<file path="src/hdl/meter_frame_finder_assert.svh">
// meter_frame_finder_assert.svh: assertion macros shared by the frame finder rtl
// expects clk and arst_n in the scope where the macros are used
`ifndef METER_FRAME_FINDER_ASSERT_SVH
`define METER_FRAME_FINDER_ASSERT_SVH

// same-cycle implication, checked out of reset
`define MFF_ASSERT_NOW(label, ante, cons, msg) \
	label: assert property (@(posedge clk) disable iff (!arst_n) (ante) |-> (cons)) \
		else $error(msg);

// next-cycle implication, checked out of reset
`define MFF_ASSERT_NEXT(label, ante, cons, msg) \
	label: assert property (@(posedge clk) disable iff (!arst_n) (ante) |=> (cons)) \
		else $error(msg);

`endif

</file>
<file path="src/hdl/mff_pkg.sv">
// mff_pkg: constants and command codes of the meter frame finder
// no dependencies
package mff_pkg;

	localparam int BUFFER_DEPTH = 256;
	localparam int ADDR_W = $clog2(BUFFER_DEPTH);
	localparam int CNT_W = $clog2(BUFFER_DEPTH + 1);
	// widest position probed: offset + length byte + trailer distance
	localparam int POS_W = $clog2(BUFFER_DEPTH + 256 + 16);
	// checksum span is length + 10, at most 265
	localparam int SPAN_W = 9;

	localparam logic [1:0] CMD_CLEAR  = 2'd0;
	localparam logic [1:0] CMD_APPEND = 2'd1;
	localparam logic [1:0] CMD_SCAN   = 2'd2;
	localparam logic [1:0] CMD_READ   = 2'd3;

	localparam logic KIND_SCAN = 1'b0;
	localparam logic KIND_READ = 1'b1;

	localparam logic [7:0] HEAD_MARK = 8'h68;
	localparam logic [7:0] TAIL_MARK = 8'h16;
	localparam logic [7:0] BYTE_BIAS = 8'h33;
	localparam logic [7:0] EXCL_BROADCAST = 8'hE5;
	// identifier patterns as {id3, id2, id1, id0}
	localparam logic [31:0] EXCL_ID_A = 32'h0400_010C;
	localparam logic [31:0] EXCL_ID_B = 32'h04A0_0600;

	localparam int HEAD2_OFS = 7;
	localparam int LEN_OFS = 9;
	localparam int DATA_OFS = 10;
	localparam int CSUM_OFS = 10;
	localparam int TAIL_OFS = 11;
	localparam int FRAME_EXTRA = 12;
	localparam int ID_BYTES = 4;

endpackage

</file>
<file path="src/hdl/meter_frame_finder.sv">
// meter_frame_finder: byte buffer with a serial frame scanner
// depends on mff_pkg and meter_frame_finder_assert.svh
//
// Bytes are appended to a synchronous buffer of BUFFER_DEPTH entries with one write port and
// one registered read port; a clear or an append completes when accepted and gives no result.
// A payload read holds off the input through its read-wait and result states. A scan, once
// accepted, walks start offsets through the read port, one byte per cycle: an offset is left
// when its first byte is not a start mark, when its second or tail mark fails, when the checksum
// over its L + 10 bytes fails or when its identifier is excluded, L being its length byte; a
// result state then loads the result. Results sit in an output register, so appends keep
// flowing while one waits; a second scan or read stalls in its result state until the held
// result is taken.
module meter_frame_finder (
	input  logic clk,
	input  logic arst_n,
	input  logic in_valid,
	output logic in_ready,
	input  logic [1:0] cmd,
	input  logic [7:0] rx_byte,
	input  logic [7:0] read_index,
	output logic out_valid,
	input  logic out_ready,
	output logic result_kind,
	output logic frame_found,
	output logic [7:0] payload_length,
	output logic [7:0] payload_byte
);
	import mff_pkg::*;

	`include "meter_frame_finder_assert.svh"

	localparam logic [3:0] ST_IDLE  = 4'd0;
	localparam logic [3:0] ST_RDW   = 4'd1;
	localparam logic [3:0] ST_CAND  = 4'd2;
	localparam logic [3:0] ST_HEAD0 = 4'd3;
	localparam logic [3:0] ST_HEAD7 = 4'd4;
	localparam logic [3:0] ST_LEN   = 4'd5;
	localparam logic [3:0] ST_TAIL  = 4'd6;
	localparam logic [3:0] ST_CKB   = 4'd7;
	localparam logic [3:0] ST_SUM   = 4'd8;
	localparam logic [3:0] ST_EXC   = 4'd9;
	localparam logic [3:0] ST_RES   = 4'd10;

	logic [7:0] byte_store_q [BUFFER_DEPTH];
	logic [7:0] rdata_s1;
	logic rin_s1;
	logic pend_s1;

	logic [3:0] state_q;
	logic [CNT_W-1:0] byte_count_q;
	logic [ADDR_W-1:0] frame_offset_q;
	logic [7:0] found_len_q;
	logic have_frame_q;

	logic [ADDR_W-1:0] ofs_q;
	logic [7:0] len_q;
	logic [7:0] ck_q;
	logic [7:0] acc_q;
	logic [SPAN_W-1:0] k_q;
	logic [31:0] id_q;
	logic rd_ok_q;
	logic kind_q;
	logic [7:0] pbyte_q;

	logic out_valid_q;
	logic result_kind_q;
	logic frame_found_q;
	logic [7:0] payload_length_q;
	logic [7:0] payload_byte_q;

	logic in_fire;
	logic wr_en;
	logic [7:0] rbyte;
	logic [POS_W-1:0] rd_pos;
	logic [POS_W-1:0] ofs_ext;
	logic [POS_W-1:0] cnt_ext;
	logic [POS_W-1:0] frame_end;
	logic [SPAN_W-1:0] sum_n;
	logic sum_issue;
	logic id_issue;
	logic id_excluded;
	logic out_free;

	assign in_ready = (state_q == ST_IDLE);
	assign in_fire = in_valid && in_ready;
	assign wr_en = in_fire && (cmd == CMD_APPEND) && (byte_count_q < CNT_W'(BUFFER_DEPTH));
	// positions at or past the fill count read as zero
	assign rbyte = rin_s1 ? rdata_s1 : 8'd0;
	assign ofs_ext = POS_W'(ofs_q);
	assign cnt_ext = POS_W'(byte_count_q);
	assign frame_end = ofs_ext + POS_W'(rbyte) + POS_W'(FRAME_EXTRA);
	assign sum_n = SPAN_W'(len_q) + SPAN_W'(CSUM_OFS);
	assign sum_issue = (k_q < sum_n);
	assign id_issue = (k_q < SPAN_W'(ID_BYTES));
	assign out_free = !out_valid_q || out_ready;

	assign id_excluded = ((id_q[23:16] == EXCL_BROADCAST) && (id_q[31:24] == EXCL_BROADCAST))
		|| (id_q == EXCL_ID_A) || (id_q == EXCL_ID_B);

	always_comb begin
		case (state_q)
			ST_IDLE:  rd_pos = POS_W'(frame_offset_q) + POS_W'(DATA_OFS) + POS_W'(read_index);
			ST_CAND:  rd_pos = ofs_ext;
			ST_HEAD0: rd_pos = ofs_ext + POS_W'(HEAD2_OFS);
			ST_HEAD7: rd_pos = ofs_ext + POS_W'(LEN_OFS);
			ST_LEN:   rd_pos = ofs_ext + POS_W'(rbyte) + POS_W'(TAIL_OFS);
			ST_TAIL:  rd_pos = ofs_ext + POS_W'(len_q) + POS_W'(CSUM_OFS);
			ST_SUM:   rd_pos = ofs_ext + POS_W'(k_q);
			ST_EXC:   rd_pos = ofs_ext + POS_W'(DATA_OFS) + POS_W'(k_q);
			default:  rd_pos = ofs_ext;
		endcase
	end

	// buffer: one write port for appends, one registered read port
	always_ff @(posedge clk) begin
		if (wr_en) begin
			byte_store_q[byte_count_q[ADDR_W-1:0]] <= rx_byte;
		end
		rdata_s1 <= byte_store_q[rd_pos[ADDR_W-1:0]];
	end

	always_ff @(posedge clk or negedge arst_n) begin
		if (!arst_n) begin
			state_q <= ST_IDLE;
			byte_count_q <= '0;
			frame_offset_q <= '0;
			found_len_q <= '0;
			have_frame_q <= 1'b0;
			rin_s1 <= 1'b0;
			pend_s1 <= 1'b0;
			ofs_q <= '0;
			len_q <= '0;
			ck_q <= '0;
			acc_q <= '0;
			k_q <= '0;
			id_q <= '0;
			rd_ok_q <= 1'b0;
			kind_q <= KIND_SCAN;
			pbyte_q <= '0;
			out_valid_q <= 1'b0;
			result_kind_q <= KIND_SCAN;
			frame_found_q <= 1'b0;
			payload_length_q <= '0;
			payload_byte_q <= '0;
		end else begin
			rin_s1 <= (rd_pos < cnt_ext);
			pend_s1 <= 1'b0;
			if (out_valid_q && out_ready) begin
				out_valid_q <= 1'b0;
			end

			case (state_q)
				ST_IDLE: begin
					if (in_fire) begin
						case (cmd)
							CMD_CLEAR: begin
								byte_count_q <= '0;
								frame_offset_q <= '0;
								found_len_q <= '0;
								have_frame_q <= 1'b0;
							end
							CMD_APPEND: begin
								if (wr_en) begin
									byte_count_q <= byte_count_q + 1'b1;
								end
							end
							CMD_SCAN: begin
								kind_q <= KIND_SCAN;
								ofs_q <= '0;
								state_q <= ST_CAND;
							end
							default: begin
								kind_q <= KIND_READ;
								rd_ok_q <= have_frame_q && (read_index < found_len_q);
								state_q <= ST_RDW;
							end
						endcase
					end
				end
				ST_RDW: begin
					pbyte_q <= rd_ok_q ? (rbyte - BYTE_BIAS) : 8'd0;
					state_q <= ST_RES;
				end
				ST_CAND: begin
					// no room left for a header: the scan ends empty-handed
					if (ofs_ext + POS_W'(HEAD2_OFS) >= cnt_ext) begin
						have_frame_q <= 1'b0;
						frame_offset_q <= '0;
						found_len_q <= '0;
						pbyte_q <= '0;
						state_q <= ST_RES;
					end else begin
						state_q <= ST_HEAD0;
					end
				end
				ST_HEAD0: begin
					if (rbyte == HEAD_MARK) begin
						state_q <= ST_HEAD7;
					end else begin
						ofs_q <= ofs_q + 1'b1;
						state_q <= ST_CAND;
					end
				end
				ST_HEAD7: begin
					if (rbyte == HEAD_MARK) begin
						state_q <= ST_LEN;
					end else begin
						ofs_q <= ofs_q + 1'b1;
						state_q <= ST_CAND;
					end
				end
				ST_LEN: begin
					len_q <= rbyte;
					if (frame_end > cnt_ext) begin
						have_frame_q <= 1'b0;
						frame_offset_q <= '0;
						found_len_q <= '0;
						pbyte_q <= '0;
						state_q <= ST_RES;
					end else begin
						state_q <= ST_TAIL;
					end
				end
				ST_TAIL: begin
					if (rbyte == TAIL_MARK) begin
						state_q <= ST_CKB;
					end else begin
						ofs_q <= ofs_q + 1'b1;
						state_q <= ST_CAND;
					end
				end
				ST_CKB: begin
					ck_q <= rbyte;
					acc_q <= '0;
					k_q <= '0;
					state_q <= ST_SUM;
				end
				ST_SUM: begin
					// one address issued and one byte summed per cycle
					pend_s1 <= sum_issue;
					if (sum_issue) begin
						k_q <= k_q + 1'b1;
					end
					if (pend_s1) begin
						acc_q <= acc_q + rbyte;
					end
					if (!sum_issue && !pend_s1) begin
						if (acc_q == ck_q) begin
							k_q <= '0;
							state_q <= ST_EXC;
						end else begin
							ofs_q <= ofs_q + 1'b1;
							state_q <= ST_CAND;
						end
					end
				end
				ST_EXC: begin
					pend_s1 <= id_issue;
					if (id_issue) begin
						k_q <= k_q + 1'b1;
					end
					if (pend_s1) begin
						id_q <= {rbyte - BYTE_BIAS, id_q[31:8]};
					end
					if (!id_issue && !pend_s1) begin
						if (id_excluded) begin
							ofs_q <= ofs_q + 1'b1;
							state_q <= ST_CAND;
						end else begin
							have_frame_q <= 1'b1;
							frame_offset_q <= ofs_q;
							found_len_q <= len_q;
							pbyte_q <= '0;
							state_q <= ST_RES;
						end
					end
				end
				ST_RES: begin
					if (out_free) begin
						out_valid_q <= 1'b1;
						result_kind_q <= kind_q;
						frame_found_q <= have_frame_q;
						payload_length_q <= found_len_q;
						payload_byte_q <= pbyte_q;
						state_q <= ST_IDLE;
					end
				end
				default: begin
					state_q <= ST_IDLE;
				end
			endcase
		end
	end

	assign out_valid = out_valid_q;
	assign result_kind = result_kind_q;
	assign frame_found = frame_found_q;
	assign payload_length = payload_length_q;
	assign payload_byte = payload_byte_q;

	`MFF_ASSERT_NOW(a_count_bound, 1'b1, byte_count_q <= CNT_W'(BUFFER_DEPTH), "fill count past buffer depth")
	`MFF_ASSERT_NOW(a_frame_inside, have_frame_q, POS_W'(frame_offset_q) + POS_W'(found_len_q) + POS_W'(FRAME_EXTRA) <= cnt_ext, "kept frame runs past buffered bytes")
	`MFF_ASSERT_NOW(a_no_frame_len, out_valid && !frame_found, payload_length == 8'd0, "length reported without a frame")
	`MFF_ASSERT_NOW(a_scan_byte_zero, out_valid && (result_kind == KIND_SCAN), payload_byte == 8'd0, "scan result carries a payload byte")
	`MFF_ASSERT_NEXT(a_scan_busy, in_fire && (cmd == CMD_SCAN), !in_ready, "scan transaction did not start the walk")

endmodule

</file>
<file path="config.mk">
export PLATFORM = sky130hd
export DESIGN_NAME = meter_frame_finder
export DESIGN_NICKNAME = d
export VERILOG_FILES = /design/src/hdl/mff_pkg.sv /design/src/hdl/meter_frame_finder.sv
export VERILOG_INCLUDE_DIRS = /design/src /design/src/hdl
export SDC_FILE = /design/constraint.sdc
export NUM_CORES = 2
export LEC_CHECK = 0
export BUFFER_PORTS_ARGS = -buffer_cell sky130_fd_sc_hd__buf_2
export CAP_MARGIN = 25
export CORE_MARGIN = 5
export CORE_UTILIZATION = 40
export CTS_BUF_LIST = sky130_fd_sc_hd__clkbuf_8
export DETAILED_ROUTE_END_ITERATION = 16
export GPL_ROUTABILITY_DRIVEN = 1
export PLACE_DENSITY_LB_ADDON = 0.1
export RECOVER_POWER = 100
export SETUP_SLACK_MARGIN = 0.3
export SLEW_MARGIN = 20
export SYNTH_ARGS = -nofsm -noshare
export SYNTH_HDL_FRONTEND = slang
export SYNTH_SLANG_ARGS = --single-unit
</file>
<file path="constraint.sdc">
create_clock -name clk -period 10.1 [get_ports clk]
set_input_delay 1.01 -clock clk [delete_from_list [all_inputs] [get_ports clk]]
set_output_delay 1.01 -clock clk [all_outputs]
set_load 0.02 [all_outputs]
</file>
==> results list <==
* Path depth of the worst reg2reg path: 19
- Across the routed clock network, the largest skew measured is ~0.083 ns.
* Worst setup path category: in2reg
- Final clock period utilization by the worst path: 79.72%
- Synthesis produced a netlist with a net count of about 7400.
- Data on the critical path is required at its endpoint by 10.36 ns.
- PostCTS Resize Cnt: 0
- Core Area: around 230000 µm²
- Clk sinks: around 2200
* Number of routed nets with antenna violations: 0
- The tightest min-delay check is of the in2reg type.
- Quantity of hold-fixing buffers added after cts: 1
* Final hold vios: 0
* Total power divided by cell area: 353.7 nW/µm²
* Area of the mapped netlist: 93570 µm²
- Fraction of final layout cells with drive strength greater than 1: under 10%
* Skew-Pair Late Insertion Delay: 1.08 ns
- After detailed routing, the number of remaining DRC violations is 0.
- Count of nets after finishing: 7403
* Total number of cells along the worst setup path: 2
* Kind of capture point of the worst setup path: flop
* Clock-pin slew on the worst setup and hold paths: 0.05 ns
* List of cells traversed by the critical path: clkbuf_1 > clkbuf_1
- The first detailed-routing pass took 8 iterations.
* Sequential fraction of the synthesis area: 69.48%
* Setup repair after global routing missed its margin: false
- After detailed routing, the number of vias per cell comes to 5.688.
- Violations in the final reports: max-capacitance violations, max-slew violations
- Status: finished, violations left
- Final WL: about 290 mm
- Iteration-0 DRC Markers: 5698
* Final count of negative-setup-slack endpoints: 0
* Number of warnings printed during yosys synthesis: 0
* DIE AREA: 243700 µm²
- The worst setup path is launched from an input port.
* Static leakage: 35.90 nW
- The number of pins with negative max-slew slack in the final report came to slightly above 2000.
* Depth of the worst hold-timing path: 4
* Most frequent cell on the critical path: sky130_fd_sc_hd__clkbuf_1
* Initial antenna violation count: 17
- Top Ports: 42
- Once the floorplan was initialized, standard cells occupied between 40 and 50% of the core.
- Largest stage delay on the critical path: 4.07 ns
- Worst vdd rail ir drop: 0.0005099 V
- The synthesized design contains 2190 register bits.
- In the global route stage, overall resource usage came out at 22.95%.
- Biggest fanout along the worst timing path: 105
- Most common library cell in the layout ignoring fill and taps: sky130_fd_sc_hd__edfxtp_1
- In the synthesized netlist the dominant register cell turns out to be sky130_fd_sc_hd__edfxtp_1.
- Slew @ Worst Pin: 7.135 ns
* Height of the chip: 493.7 µm
- The die is 493.7 µm wide.
* Asr flop ratio synth: 6.119%
- Routed via count: between 60000 and 70000
* Area grow syn2layout: 9.960%
- Arrival @ worst endpoint: 8.31 ns
* Clock H-tree levels: 5
- Counting every instance in the synthesized netlist gives 7235.
- Clk Tree Root Cell: sky130_fd_sc_hd__clkbuf_8
* Number of global-route vias before repair: between 50000 and 60000
- The synthesized netlist contains 91 unique library cells.
- Time the worst path needs with I/O delays and setup: approximately 8.1 ns
- Headroom to the max-slew limit came out at -375.7%.
* Clock Tree Buf Depth: 4
- In this run, synthesis inferred 2048 flip-flops with an integrated enable.
* Global-route wire length before repair: 417.9 mm
- Max-cap violations in this run came to 24.
- Count of buffering cells on the critical path with inverters included: 2
* Total setup buffers inserted after CTS: 0
- Total congestion overflow after global routing: 0
- Slowest cell on the critical path: sky130_fd_sc_hd__clkbuf_1
- TritonCTS built the clock tree.
* HPWL after DPL: 164.0 mm
* Port bufs: slightly above 40
* Upper clock frequency limit: 124.2 MHz
* Core Rows: 177
- Hold timing on the final database bottoms out at a slack of roughly 0.36 ns.
- After detailed routing, the average wire length per cell comes to ~27 µm.
* Average cell area after synthesis: 12.93 µm²
- In the final timing run, aggregate negative setup slack is 0 ns.
* Total clock buffers created by CTS: 392
* Final weighted congestion in routability-driven placement: between 0.8 and 0.9
- In this design, the largest share of critical-path delay is due to buffers and inverters.
- Entering global routing, the biggest net connects 168 pins.
* Top library cells by usage in the layout, fill and taps aside: sky130_fd_sc_hd__edfxtp_1, sky130_fd_sc_hd__nand2_1, sky130_fd_sc_hd__nor2_1
==> state kept, by name, indices dropped and copies added (netlist names) <==
name	count
out_valid	1
payload_byte	8
rdata_s1	8
frame_found	1
k_q	9
frame_offset_q	8
id_q	32
pbyte_q	8
byte_store_q	2048
byte_count_q	9
state_q	4
found_len_q	8
ofs_q	8
rin_s1	1
kind_q	1
len_q	8
payload_length	8
pend_s1	1
result_kind	1
have_frame_q	1
ck_q	8
acc_q	8
rd_ok_q	1
==> cell families (layout without fill, tap and decap cells) <==
family                     count (synthesis)  count (layout)  synth area share [%]
and+or+nand+nor                         2813            2813                 13.42
DFF                                     2190            2190                 69.48
AOI/OAI and AO/OA                       1224            1224                 9.368
buffers and inverters                    601             891                 3.025
muxes                                    213             213                 2.339
adders and majority gates                126             126                 1.733
xor gates and xnor gates                  68              68                0.6365
other                                      0               5                     0
==> metal layers <==
| layer | vias to the layer above | GRT usage [%] | share of wire, % |
|---|---|---|---|
| met5 | - | 0 | 0 |
| met4 | 0 | 6.755 | 2.9 |
| met3 | 466 | 3.132 | 5.9 |
| met2 | 2017 | 35.84 | 46 |
| met1 | 30864 | 33.57 | 45 |
| li1 | 27300 | - | - |
==> power breakdown <==
part | switching (mW) | total, mW | leakage [nW] | internal [mW]
combinational | 13.5 | 18.7 | 11.7 | 5.21
clock | 3.60 | 7.34 | 3.96 | 3.74
sequential | 0.265 | 10.4 | 20.3 | 10.1
total | 17.3 | 36.4 | 35.9 | 19.1
==> Yosys cell counts, drive strengths merged, types with 42 or more instances <==
cell    instances  area (µm²)
nand2        1460        5488
a311oi        197        1725
a21oi         133       665.6
a22oi          48       360.4
clkbuf        212       795.8
nor2          423        1590
a211oi        327        2460
dfrtp         134        3353
buf           305        1719
mux2i         168        1682
a31oi         156       975.9
edfxtp       2048       61500
o21ai         135       675.7
ha            112        1401
and3          305        1908
inv            83       311.5
nand3         424        2127
xnor2          42       367.9
mux2           45       506.7
==> final cells by class <==
| cell class | instances | area (µm²) |
|---|---|---|
| Fill cell | 21425 | 129900 |
| Sequential cell | 2190 | 65010 |
| Multi-Input combinational cell | 4444 | 25850 |
| Clock buffer | 407 | 5602 |
| Tap cell | 3132 | 3919 |
| Clock inverter | 251 | 1096 |
| Timing Repair Buffer | 149 | 1072 |
| Inverter | 84 | 324.1 |
| Antenna cell | 5 | 12.51 |
==> worst reg2reg max path: stages, from the launching register on <==
cell and delay, ns:
sky130_fd_sc_hd__dfrtp_1 0.74, sky130_fd_sc_hd__nand2_1 0.27, sky130_fd_sc_hd__inv_1 0.27, sky130_fd_sc_hd__xnor2_1 0.12
sky130_fd_sc_hd__ha_1 0.23, sky130_fd_sc_hd__a21oi_1 0.22, sky130_fd_sc_hd__o221a_2 0.26, sky130_fd_sc_hd__xor2_1 0.26
sky130_fd_sc_hd__ha_1 0.19, sky130_fd_sc_hd__nand2b_1 0.06, sky130_fd_sc_hd__and3_1 0.18, sky130_fd_sc_hd__mux2i_1 0.19
sky130_fd_sc_hd__a21boi_0 0.41, sky130_fd_sc_hd__nor3_1 0.24, sky130_fd_sc_hd__nor2_1 0.98, sky130_fd_sc_hd__inv_2 0.63
sky130_fd_sc_hd__nor3_1 1.39, sky130_fd_sc_hd__o21ai_0 0.26, sky130_fd_sc_hd__nand4b_1 0.29, sky130_fd_sc_hd__o2bb2ai_1 0.21
==> metrics by stage <==
stage          std cells  setup slack (ns)  power, mW  area (µm²)  util (%)
6_report           10662             2.049      36.39      102900     44.20
5_1_grt            10660             1.561      38.27      102900     44.20
4_1_cts            10654             3.245      36.63      103200     44.32
3_5_place_dp        9995             3.271      29.24       96440     41.44
3_3_place_gp        9994             3.367      29.24       96430     41.43
2_1_floorplan       7235             5.471      22.21       93570         -
==> worst paths after layout <==
path                       slack (ns)         startpoint                   to
setup / recovery                 2.05         rx_byte[5]  byte_store_q[94][5]
hold / removal                   0.36           in_valid               kind_q
setup reg to reg                 2.52             rin_s1          rdata_s1[0]
hold reg to reg                  0.48  payload_length[5]    payload_length[5]
max in group asynchronous        3.12             arst_n         have_frame_q
min in group asynchronous        2.15             arst_n              id_q[8]
No activity file was read; power rests on OpenSTA's default activity.
